$ cat config.mk
export PLATFORM = sky130hd
export DESIGN_NAME = round_robin_lottery_task_picker_unit
export DESIGN_NICKNAME = d
export VERILOG_FILES = /design/src/rtl/rrltp_pkg.sv /design/src/rtl/round_robin_lottery_task_picker_unit.sv
export SDC_FILE = /design/constraint.sdc
export NUM_CORES = 1
export LEC_CHECK = 0
export ABC_AREA = 1
export ABC_CLOCK_PERIOD_IN_PS = 9500
export BUFFER_PORTS_ARGS = -buffer_cell sky130_fd_sc_hd__buf_2
export CAP_MARGIN = 20
export CORE_MARGIN = 2
export CORE_UTILIZATION = 55
export DETAILED_ROUTE_END_ITERATION = 7
export PLACE_DENSITY = 0.72
export SLEW_MARGIN = 20
export SYNTH_ARGS = -nofsm -noshare
export SYNTH_HDL_FRONTEND = slang
export SYNTH_SLANG_ARGS = --single-unit
$ cat constraint.sdc
create_clock -name clk -period 9.5 [get_ports clk]
set_clock_uncertainty 0.2 [all_clocks]
set_input_delay 1.9 -clock clk [delete_from_list [all_inputs] [get_ports clk]]
set_output_delay 1.9 -clock clk [all_outputs]
set_load 0.05 [all_outputs]
$ cat src/rtl/rrltp_pkg.sv
// types and constants of the round-robin / lottery task picker
// used by round_robin_lottery_task_picker_unit; depends on nothing

package rrltp_pkg;

    typedef enum logic [3:0] {
        ST_IDLE,
        ST_SUM,
        ST_CHARGE,
        ST_DEDUCT,
        ST_SELECT,
        ST_RR_MOD,
        ST_RR_WALK,
        ST_DIV,
        ST_LOT_WALK,
        ST_DONE
    } state_t;

    localparam logic CMD_START = 1'b0;
    localparam logic CMD_TICK  = 1'b1;

    localparam logic ALG_ROUND_ROBIN = 1'b0;
    localparam logic ALG_LOTTERY     = 1'b1;

    localparam logic [1:0] CFG_ALGORITHM   = 2'd0;
    localparam logic [1:0] CFG_TASK_COUNT  = 2'd1;
    localparam logic [1:0] CFG_TICKET_UNIT = 2'd2;

    localparam int POOL_W = 26;
    localparam logic [POOL_W-1:0] POOL_MAX = '1;
    localparam int DRAW_W = 31;
    localparam int UNIT_W = 16;
    localparam int TASK_OUT_W = 5;

    localparam logic [5:0]        TASK_COUNT_RESET  = 6'd3;
    localparam logic [UNIT_W-1:0] TICKET_UNIT_RESET = 16'd1000;

endpackage

$ cat src/rtl/round_robin_lottery_task_picker_unit.sv
// round-robin / lottery task picker, adders and comparators under a sequencer
// depends on rrltp_pkg
// steps: a start sums the tickets of the n tasks (n is the clamped task count); a tick while
//   halted reports no task left, else a done task is charged, then round-robin takes the next
//   index mod n and walks to an unfinished task, lottery takes the draw mod pool bit-serially
// throughput: one word at a time, next word taken once the result sits in the output register
// reset: config to algorithm 0, task count 3, ticket unit 1000; task maps, pool, halt cleared

module round_robin_lottery_task_picker_unit
    import rrltp_pkg::*;
#(
    parameter int TASK_SLOTS = 32
) (
    input  logic        clk,
    input  logic        rst_n,
    input  logic        s_tvalid,
    output logic        s_tready,
    input  logic [31:0] s_tdata,   // current_done[0], random_draw[31:1]
    input  logic        s_tuser,   // command[0]
    output logic        m_tvalid,
    input  logic        m_tready,
    output logic [39:0] m_tdata,   // next_task[4:0], no_task_left[5], first_run[6],
                                   // tickets_left[32:7], zero[39:33]
    input  logic        cfg_valid,
    output logic        cfg_ready,
    input  logic [1:0]  cfg_index,
    input  logic [15:0] cfg_data
);

    localparam int IDX_W = $clog2(TASK_SLOTS);
    localparam int CNT_W = $clog2(TASK_SLOTS + 1);
    localparam int TK_W  = UNIT_W + CNT_W;
    localparam int ACC_W = UNIT_W + $clog2(TASK_SLOTS * (TASK_SLOTS + 1) / 2 + 1);
    localparam int SAT_W = (ACC_W > POOL_W) ? ACC_W : POOL_W;
    localparam int DED_W = (TK_W > POOL_W) ? TK_W : POOL_W;
    localparam int TW_W  = (IDX_W > TASK_OUT_W) ? IDX_W : TASK_OUT_W;

    state_t state_reg, state_next;

    logic                  algo_reg;
    logic [5:0]            tc_reg;
    logic [UNIT_W-1:0]     unit_reg;

    logic [IDX_W-1:0]      cur_reg, cur_next;
    logic [TASK_SLOTS-1:0] fin_reg, fin_next;
    logic [TASK_SLOTS-1:0] sta_reg, sta_next;
    logic [POOL_W-1:0]     pool_reg, pool_next;
    logic                  halted_reg, halted_next;

    logic [DRAW_W-1:0]     dvd_reg, dvd_next;
    logic [POOL_W-1:0]     rem_reg, rem_next;
    logic [4:0]            bit_reg, bit_next;
    logic [CNT_W-1:0]      idx_reg, idx_next;
    logic [CNT_W-1:0]      step_reg, step_next;
    logic [ACC_W-1:0]      acc_reg, acc_next;
    logic [TK_W-1:0]       tk_reg, tk_next;

    logic [IDX_W-1:0]      res_task_reg, res_task_next;
    logic                  res_none_reg, res_none_next;
    logic                  res_first_reg, res_first_next;

    logic                  m_valid_reg, m_valid_next;
    logic [TASK_OUT_W-1:0] m_task_reg, m_task_next;
    logic                  m_none_reg, m_none_next;
    logic                  m_first_reg, m_first_next;
    logic [POOL_W-1:0]     m_pool_reg, m_pool_next;

    logic [6:0]            n_full;
    logic [CNT_W-1:0]      n;
    logic [CNT_W-1:0]      cur_inc;
    logic [SAT_W-1:0]      acc_sat;
    logic [DED_W-1:0]      pool_ded;
    logic [DED_W-1:0]      tk_ded;
    logic [POOL_W:0]       trial;
    logic [ACC_W-1:0]      acc_sum;
    logic [SAT_W-1:0]      acc_sum_ext;
    logic [IDX_W-1:0]      idx_sel;
    logic [IDX_W-1:0]      step_sel;
    logic                  pick_en;
    logic [IDX_W-1:0]      pick_id;
    logic                  halt_en;
    logic [TW_W-1:0]       res_task_wide;

    // clamped task count
    always_comb
    begin
        if (tc_reg == 6'd0)
            n_full = 7'd1;
        else if ({1'b0, tc_reg} > 7'(TASK_SLOTS))
            n_full = 7'(TASK_SLOTS);
        else
            n_full = {1'b0, tc_reg};
    end

    assign n           = CNT_W'(n_full);
    assign cur_inc     = CNT_W'(cur_reg) + CNT_W'(1);
    assign acc_sat     = SAT_W'(acc_reg);
    assign pool_ded    = DED_W'(pool_reg);
    assign tk_ded      = DED_W'(tk_reg);
    assign trial       = {rem_reg, dvd_reg[DRAW_W-1]};
    assign acc_sum     = acc_reg + ACC_W'(tk_reg);
    assign acc_sum_ext = SAT_W'(acc_sum);
    assign idx_sel     = idx_reg[IDX_W-1:0];
    assign step_sel    = step_reg[IDX_W-1:0];
    assign res_task_wide = TW_W'(res_task_reg);

    assign s_tready  = (state_reg == ST_IDLE);
    assign cfg_ready = 1'b1;
    assign m_tvalid  = m_valid_reg;
    assign m_tdata   = {7'd0, m_pool_reg, m_first_reg, m_none_reg, m_task_reg};

    always_comb
    begin
        state_next     = state_reg;
        cur_next       = cur_reg;
        fin_next       = fin_reg;
        sta_next       = sta_reg;
        pool_next      = pool_reg;
        halted_next    = halted_reg;
        dvd_next       = dvd_reg;
        rem_next       = rem_reg;
        bit_next       = bit_reg;
        idx_next       = idx_reg;
        step_next      = step_reg;
        acc_next       = acc_reg;
        tk_next        = tk_reg;
        res_task_next  = res_task_reg;
        res_none_next  = res_none_reg;
        res_first_next = res_first_reg;
        m_valid_next   = m_valid_reg;
        m_task_next    = m_task_reg;
        m_none_next    = m_none_reg;
        m_first_next   = m_first_reg;
        m_pool_next    = m_pool_reg;
        pick_en        = 1'b0;
        pick_id        = '0;
        halt_en        = 1'b0;

        if (m_valid_reg && m_tready)
            m_valid_next = 1'b0;

        unique case (state_reg)
            ST_IDLE:
            begin
                if (s_tvalid)
                begin
                    dvd_next  = s_tdata[31:1];
                    if (s_tuser == CMD_START)
                    begin
                        fin_next   = '0;
                        sta_next   = '0;
                        acc_next   = '0;
                        tk_next    = TK_W'(unit_reg);
                        step_next  = '0;
                        state_next = ST_SUM;
                    end
                    else if (halted_reg)
                    begin
                        res_task_next  = '0;
                        res_none_next  = 1'b1;
                        res_first_next = 1'b0;
                        state_next     = ST_DONE;
                    end
                    else if (s_tdata[0] && !fin_reg[cur_reg])
                        state_next = ST_CHARGE;
                    else
                        state_next = ST_SELECT;
                end
            end
            ST_SUM:
            begin
                if (step_reg == n)
                begin
                    if (acc_sat > SAT_W'(POOL_MAX))
                        pool_next = POOL_MAX;
                    else
                        pool_next = acc_sat[POOL_W-1:0];
                    cur_next       = '0;
                    sta_next[0]    = 1'b1;
                    halted_next    = 1'b0;
                    res_task_next  = '0;
                    res_none_next  = 1'b0;
                    res_first_next = 1'b1;
                    state_next     = ST_DONE;
                end
                else
                begin
                    acc_next  = acc_sum;
                    tk_next   = tk_reg + TK_W'(unit_reg);
                    step_next = step_reg + CNT_W'(1);
                end
            end
            ST_CHARGE:
            begin
                tk_next    = TK_W'(cur_inc) * TK_W'(unit_reg);
                state_next = ST_DEDUCT;
            end
            ST_DEDUCT:
            begin
                fin_next[cur_reg] = 1'b1;
                if (pool_ded > tk_ded)
                    pool_next = POOL_W'(pool_ded - tk_ded);
                else
                    pool_next = '0;
                state_next = ST_SELECT;
            end
            ST_SELECT:
            begin
                if (algo_reg == ALG_ROUND_ROBIN)
                begin
                    idx_next   = cur_inc;
                    state_next = ST_RR_MOD;
                end
                else if (pool_reg == '0)
                    halt_en = 1'b1;
                else
                begin
                    rem_next   = '0;
                    bit_next   = '0;
                    state_next = ST_DIV;
                end
            end
            ST_RR_MOD:
            begin
                if (idx_reg >= n)
                    idx_next = idx_reg - n;
                else
                begin
                    step_next  = '0;
                    state_next = ST_RR_WALK;
                end
            end
            ST_RR_WALK:
            begin
                if (!fin_reg[idx_sel])
                begin
                    pick_en = 1'b1;
                    pick_id = idx_sel;
                end
                else if (step_reg == n - CNT_W'(1))
                    halt_en = 1'b1;
                else
                begin
                    step_next = step_reg + CNT_W'(1);
                    if (idx_reg + CNT_W'(1) == n)
                        idx_next = '0;
                    else
                        idx_next = idx_reg + CNT_W'(1);
                end
            end
            ST_DIV:
            begin
                if (trial >= {1'b0, pool_reg})
                    rem_next = POOL_W'(trial - {1'b0, pool_reg});
                else
                    rem_next = trial[POOL_W-1:0];
                dvd_next = {dvd_reg[DRAW_W-2:0], 1'b0};
                if (bit_reg == 5'(DRAW_W - 1))
                begin
                    acc_next   = '0;
                    tk_next    = TK_W'(unit_reg);
                    step_next  = '0;
                    state_next = ST_LOT_WALK;
                end
                else
                    bit_next = bit_reg + 5'd1;
            end
            ST_LOT_WALK:
            begin
                if (step_reg == n)
                    halt_en = 1'b1;
                else
                begin
                    if (!fin_reg[step_sel] && (acc_sum_ext > SAT_W'(rem_reg)))
                    begin
                        pick_en = 1'b1;
                        pick_id = step_sel;
                    end
                    else
                    begin
                        if (!fin_reg[step_sel])
                            acc_next = acc_sum;
                        tk_next   = tk_reg + TK_W'(unit_reg);
                        step_next = step_reg + CNT_W'(1);
                    end
                end
            end
            ST_DONE:
            begin
                if (!m_valid_reg || m_tready)
                begin
                    m_valid_next = 1'b1;
                    m_task_next  = res_task_wide[TASK_OUT_W-1:0];
                    m_none_next  = res_none_reg;
                    m_first_next = res_first_reg;
                    m_pool_next  = pool_reg;
                    state_next   = ST_IDLE;
                end
            end
            default:
            begin
                state_next = ST_IDLE;
            end
        endcase

        if (pick_en)
        begin
            res_task_next     = pick_id;
            res_none_next     = 1'b0;
            res_first_next    = !sta_reg[pick_id];
            sta_next[pick_id] = 1'b1;
            cur_next          = pick_id;
            state_next        = ST_DONE;
        end
        else if (halt_en)
        begin
            halted_next    = 1'b1;
            res_task_next  = '0;
            res_none_next  = 1'b1;
            res_first_next = 1'b0;
            state_next     = ST_DONE;
        end
    end

    always_ff @(posedge clk or negedge rst_n)
    begin
        if (!rst_n)
            state_reg <= ST_IDLE;
        else
            state_reg <= state_next;
    end

    // configuration registers
    always_ff @(posedge clk or negedge rst_n)
    begin
        if (!rst_n)
        begin
            algo_reg <= ALG_ROUND_ROBIN;
            tc_reg   <= TASK_COUNT_RESET;
            unit_reg <= TICKET_UNIT_RESET;
        end
        else if (cfg_valid && cfg_ready)
        begin
            unique case (cfg_index)
                CFG_ALGORITHM:   algo_reg <= cfg_data[0];
                CFG_TASK_COUNT:  tc_reg   <= cfg_data[5:0];
                CFG_TICKET_UNIT: unit_reg <= cfg_data;
                default:         algo_reg <= algo_reg;
            endcase
        end
    end

    always_ff @(posedge clk or negedge rst_n)
    begin
        if (!rst_n)
        begin
            cur_reg     <= '0;
            fin_reg     <= '0;
            sta_reg     <= '0;
            pool_reg    <= '0;
            halted_reg  <= 1'b0;
            m_valid_reg <= 1'b0;
        end
        else
        begin
            cur_reg     <= cur_next;
            fin_reg     <= fin_next;
            sta_reg     <= sta_next;
            pool_reg    <= pool_next;
            halted_reg  <= halted_next;
            m_valid_reg <= m_valid_next;
        end
    end

    // working and result payload
    always_ff @(posedge clk)
    begin
        dvd_reg       <= dvd_next;
        rem_reg       <= rem_next;
        bit_reg       <= bit_next;
        idx_reg       <= idx_next;
        step_reg      <= step_next;
        acc_reg       <= acc_next;
        tk_reg        <= tk_next;
        res_task_reg  <= res_task_next;
        res_none_reg  <= res_none_next;
        res_first_reg <= res_first_next;
        m_task_reg    <= m_task_next;
        m_none_reg    <= m_none_next;
        m_first_reg   <= m_first_next;
        m_pool_reg    <= m_pool_next;
    end

    // a word that reports nothing left names task 0 and is never a first run
    a_none_word: assert property (@(posedge clk) disable iff (!rst_n)
        (m_valid_reg && m_none_reg) |-> (m_task_reg == '0 && !m_first_reg))
        else $error("no-task word carries a task");

    // the reduced draw stays below the pool during the ticket walk
    a_rem_range: assert property (@(posedge clk) disable iff (!rst_n)
        (state_reg == ST_LOT_WALK) |-> (rem_reg < pool_reg))
        else $error("lottery remainder not below pool");

    // round-robin walk index stays inside the active tasks
    a_rr_range: assert property (@(posedge clk) disable iff (!rst_n)
        (state_reg == ST_RR_WALK) |-> (idx_reg < n))
        else $error("round-robin index out of range");

    // a start word leaves the block unhalted with task 0 marked started
    a_start: assert property (@(posedge clk) disable iff (!rst_n)
        (state_reg == ST_SUM && step_reg == n) |=> (!halted_reg && sta_reg[0]
            && cur_reg == '0))
        else $error("start did not restart the task set");

endmodule

==> flow_summary.html <==
<table>
<tr><th>Metric</th><th>Value</th></tr>
<tr><th colspan="2">Job</th></tr>
<tr><td>Reported max-cap violation count</td><td>0</td></tr>
<tr><th colspan="2">Yosys</th></tr>
<tr><td>Mean instance size in the synthesized netlist</td><td>7.925 um^2</td></tr>
<tr><td>Synth Register Bits</td><td>286</td></tr>
<tr><td>Synth Area in Compound Gates</td><td>14.62%</td></tr>
<tr><td>Post-synthesis share of cell area spent on full adders, half adders and majority gates</td><td>14.68%</td></tr>
<tr><td>Synth area leaders</td><td>sky130_fd_sc_hd__edfxtp_1 (22%), sky130_fd_sc_hd__dfrtp_1 (13%), sky130_fd_sc_hd__nand2_1 (11%), sky130_fd_sc_hd__ha_1 (9.0%), sky130_fd_sc_hd__inv_1 (7.3%)</td></tr>
<tr><td>Register area share after synthesis</td><td>36.49%</td></tr>
<tr><td>Share of async-settable or async-resettable flops after synthesis</td><td>43.36%</td></tr>
<tr><td>Yosys cell types</td><td>72</td></tr>
<tr><td>Post-synthesis share of cell area spent on xor and xnor gates</td><td>3.805%</td></tr>
<tr><td>EDFF count, synth</td><td>161</td></tr>
<tr><td>Syn. warnings</td><td>0</td></tr>
<tr><td>Fraction of post-synthesis cell area in the top cell type by area</td><td>22.14%</td></tr>
<tr><td>Largest family of logic cells by synthesized area</td><td>simple AND/OR/NAND/NOR gates</td></tr>
<tr><td>Dominant cell by count in the synthesized netlist</td><td>sky130_fd_sc_hd__nand2_1</td></tr>
<tr><td>Fraction of the mapped netlist area in simple logic gates</td><td>20.19%</td></tr>
<tr><td>Synthesized instance count</td><td>2755</td></tr>
<tr><td>Multiplexer area fraction after synthesis</td><td>0.4126%</td></tr>
<tr><td>Cell type contributing the most total cell area after synthesis</td><td>sky130_fd_sc_hd__edfxtp_1</td></tr>
<tr><td>Area of the mapped netlist</td><td>21830 um^2</td></tr>
<tr><td>Synth Flop Type</td><td>sky130_fd_sc_hd__edfxtp_1</td></tr>
<tr><td>Top cells by count, synth</td><td>sky130_fd_sc_hd__nand2_1 (635), sky130_fd_sc_hd__inv_1 (425), sky130_fd_sc_hd__a21oi_1 (232)</td></tr>
<tr><th colspan="2">Timing</th></tr>
<tr><td>Unrepaired setup endpoints after global routing</td><td>false</td></tr>
<tr><td>Shortest period the worst path allows</td><td>6.611 ns</td></tr>
<tr><td>Setup-failing EPs final</td><td>0</td></tr>
<tr><td>Maximum clock frequency</td><td>151.3 MHz</td></tr>
<tr><td>Worst slew margin</td><td>33.78%</td></tr>
<tr><td>Worst-margin pin slew</td><td>0.9843 ns</td></tr>
<tr><td>Sum of negative setup slack</td><td>0 ns</td></tr>
<tr><td>Final Slew Violations</td><td>0</td></tr>
<tr><td>Post-route clock period utilization</td><td>69.59%</td></tr>
<tr><td>Final Hold Fails</td><td>0</td></tr>
<tr><th colspan="2">Placed design</th></tr>
<tr><td>Post-placement cell count</td><td>3295</td></tr>
<tr><td>Number of buffers inserted by port buffering</td><td>90</td></tr>
<tr><td>Routability-driven placement congestion ratio</td><td>0.9661</td></tr>
<tr><td>Placed cell area</td><td>22660 um^2</td></tr>
<tr><td>Detailed Place HPWL</td><td>45.80 mm</td></tr>
<tr><th colspan="2">Critical path</th></tr>
<tr><td>Reg-to-reg critical path startpoint</td><td>cur_reg[0]</td></tr>
<tr><td>Arrival time of the worst setup path</td><td>6.72 ns</td></tr>
<tr><td>Required time worst endpoint</td><td>9.61 ns</td></tr>
<tr><td>Slack of the worst reg-to-reg path</td><td>2.89 ns</td></tr>
<tr><td>CP Max Fanout</td><td>23</td></tr>
<tr><td>CP endpoint</td><td>tk_reg[20]</td></tr>
<tr><td>Crit start category</td><td>register</td></tr>
<tr><td>Terminus of the critical flop-to-flop path</td><td>tk_reg[20]</td></tr>
<tr><td>Startpoint of the worst setup timing path</td><td>cur_reg[0]</td></tr>
<tr><td>Cell depth of the worst flop-to-flop path</td><td>25</td></tr>
<tr><td>Path type of the worst setup path</td><td>register to register</td></tr>
<tr><td>Setup crit end kind</td><td>register</td></tr>
<tr><th colspan="2">Detailed routing</th></tr>
<tr><td>Wire length per cell</td><td>17.93 um</td></tr>
<tr><td>Drt first pass iters</td><td>6</td></tr>
<tr><td>Antenna Violating Nets Remaining</td><td>0</td></tr>
<tr><td>Highest Signal Layer</td><td>met5</td></tr>
<tr><td>Wire length after detailed routing</td><td>60.31 mm</td></tr>
<tr><td>Routed met1 length</td><td>27.59 mm</td></tr>
<tr><td>Routed met2 length</td><td>26.63 mm</td></tr>
<tr><td>DR iter-0 viols</td><td>1663</td></tr>
<tr><td>Total met3 wirelength after detailed routing</td><td>4.625 mm</td></tr>
<tr><td>Detailed-route DRC error count</td><td>0</td></tr>
<tr><td>Mean number of vias per cell</td><td>5.713</td></tr>
<tr><td>Via count</td><td>19213</td></tr>
<tr><th colspan="2">Outcome</th></tr>
<tr><td>Outcome</td><td>complete, no violations</td></tr>
<tr><th colspan="2">Clock network</th></tr>
<tr><td>Post-CTS repair timing setup buffer count</td><td>0</td></tr>
<tr><td>Total number of clock tree sinks</td><td>286</td></tr>
<tr><td>CTS Buffer Depth</td><td>3</td></tr>
<tr><td>TritonCTS clock tree</td><td>yes</td></tr>
<tr><td>Total of hold buffers inserted after clock tree synthesis</td><td>0</td></tr>
<tr><td>H-tree levels</td><td>2</td></tr>
<tr><td>Clock latency of the later-clocked register in the worst-skew pair</td><td>0.57 ns</td></tr>
<tr><td>Clock slew at reported path FFs</td><td>0.06 ns</td></tr>
<tr><td>Total clock buffers created by CTS</td><td>36</td></tr>
<tr><td>Clk root buf</td><td>sky130_fd_sc_hd__clkbuf_16</td></tr>
<tr><td># resized after CTS</td><td>0</td></tr>
<tr><th colspan="2">Die</th></tr>
<tr><td>Starting Density</td><td>56.10%</td></tr>
<tr><td>Die outline width</td><td>203.2 um</td></tr>
<tr><td>Full die area</td><td>41310 um^2</td></tr>
<tr><td>Site row count</td><td>72</td></tr>
<tr><td>Placeable Area</td><td>38920 um^2</td></tr>
<tr><td>Count of boundary I/O pins</td><td>99</td></tr>
<tr><td>Vertical extent of the die</td><td>203.2 um</td></tr>
<tr><th colspan="2">Finish</th></tr>
<tr><td>Final Net Count</td><td>3092</td></tr>
<tr><td>Fraction of final layout cells with drive strength greater than 1</td><td>8.752%</td></tr>
<tr><td>Layout-stage area growth over the synthesis result</td><td>9.513%</td></tr>
<tr><td># diodes</td><td>0</td></tr>
<tr><td>Final Instance Area</td><td>23910 um^2</td></tr>
<tr><td>Post-route insts no fill</td><td>3363</td></tr>
<tr><td>Post-Route Utilization</td><td>61.44%</td></tr>
<tr><th colspan="2">Global route</th></tr>
<tr><td>Sum of overflow across all layers after global routing</td><td>0</td></tr>
<tr><td>Global-route total usage across every layer</td><td>29.65%</td></tr>
<tr><td>Maximum number of pins on one net before global-route repair</td><td>68</td></tr>
<tr><td>Wire length of the first global-routing pass</td><td>97.88 mm</td></tr>
<tr><td>Vias in the first global route</td><td>18713</td></tr>
<tr><td>Initial antenna violation count</td><td>1</td></tr>
<tr><th colspan="2">Power</th></tr>
<tr><td>Maximum vdd drop</td><td>0.2322 mV</td></tr>
<tr><td>P per Cell Area</td><td>396.8 nW/um^2</td></tr>
<tr><td>Leakage</td><td>0.01145 uW</td></tr>
<tr><td>Total power after layout</td><td>9488 uW</td></tr>
<tr><th colspan="2">Hold path</th></tr>
<tr><td>Worst hold-check path type</td><td>register to register</td></tr>
</table>
## layout make-up
cell class              count  area, um^2
fillers                  3513       15010
multi-input cells        1944       11800
flip-flops and latches    286        7968
inverters                 439        1653
clock buffers              45       985.9
well taps                 518       648.1
repair buffers            110       621.8
clock inverters            21       230.2
## worst max-delay path, cell delays in order (launching register included)
cell,delay [ns]
sky130_fd_sc_hd__dfrtp_1,0.84
sky130_fd_sc_hd__ha_1,0.42
sky130_fd_sc_hd__nand2_1,0.13
sky130_fd_sc_hd__o21ai_0,0.16
sky130_fd_sc_hd__o21ai_0,0.25
sky130_fd_sc_hd__inv_1,0.49
sky130_fd_sc_hd__nand2_1,0.17
sky130_fd_sc_hd__fa_1,0.54
sky130_fd_sc_hd__inv_1,0.06
sky130_fd_sc_hd__fa_1,0.50
sky130_fd_sc_hd__fa_1,0.49
sky130_fd_sc_hd__ha_1,0.38
sky130_fd_sc_hd__a21oi_1,0.10
sky130_fd_sc_hd__o21ai_0,0.17
sky130_fd_sc_hd__a21oi_1,0.08
sky130_fd_sc_hd__nor2_1,0.13
sky130_fd_sc_hd__o21ai_0,0.11
sky130_fd_sc_hd__nand2_1,0.07
sky130_fd_sc_hd__nand2_1,0.07
sky130_fd_sc_hd__a21oi_1,0.20
sky130_fd_sc_hd__nand3_1,0.11
sky130_fd_sc_hd__nand2_1,0.14
sky130_fd_sc_hd__a21oi_1,0.11
sky130_fd_sc_hd__or2_2,0.28
sky130_fd_sc_hd__nand3_1,0.08
sky130_fd_sc_hd__nand2_1,0.06
## kinds of logic after synthesis
family                     after synthesis
and+or+nand+nor                       1048
AOI/OAI and AO/OA                      567
buffers and inverters                  531
DFF                                    286
adders and majority gates              219
xor gates and xnor gates                94
muxes                                    8
other                                    2
## metal layers
metal	GRT usage, %	vias up
met5	0	-
met4	8.133	2
met3	4.730	115
met2	45.89	767
met1	43.27	9090
li1	-	9239
## cells in the final DEF, fill, tap and decap left out, types with 89 or more instances in the layout
| master | synthesis | final |
|---|---|---|
| sky130_fd_sc_hd__edfxtp_1 | 161 | 161 |
| sky130_fd_sc_hd__dfrtp_1 | 116 | 116 |
| sky130_fd_sc_hd__buf_2 | 11 | 89 |
| sky130_fd_sc_hd__a21oi_1 | 232 | 232 |
| sky130_fd_sc_hd__nor2_1 | 175 | 172 |
| sky130_fd_sc_hd__o21ai_0 | 182 | 181 |
| sky130_fd_sc_hd__nand3_1 | 128 | 128 |
| sky130_fd_sc_hd__inv_1 | 425 | 425 |
| sky130_fd_sc_hd__nand2_1 | 635 | 635 |
| sky130_fd_sc_hd__ha_1 | 157 | 157 |
## how the worst min path moves through the flow
stage                     from       endpoint  slack [ns]  depth (start not counted)
5_1_grt          res_first_reg    m_first_reg        0.23                          0
6_report         res_first_reg    m_first_reg        0.22                          0
4_1_cts          res_first_reg    m_first_reg        0.22                          0
3_5_place_dp     res_first_reg    m_first_reg        0.21                          0
2_1_floorplan    res_first_reg    m_first_reg        0.20                          0
3_3_place_gp   res_task_reg[0]  m_task_reg[0]        0.20                          0
## power breakdown
| part | internal, uW | switching, uW |
|---|---|---|
| Clock | 833 | 590 |
| Sequential | 1880 | 428 |
| Combinational | 2010 | 3740 |
## through the flow
stage,setup WS [ns],hold WS (ns)
after floorplan,3.336,0.2003
after global placement,3.105,0.2050
after detailed placement,3.001,0.2089
after CTS,2.950,0.2236
after global routing,2.431,0.2309
final,2.889,0.2214
Power figures use the tool's default switching activity.
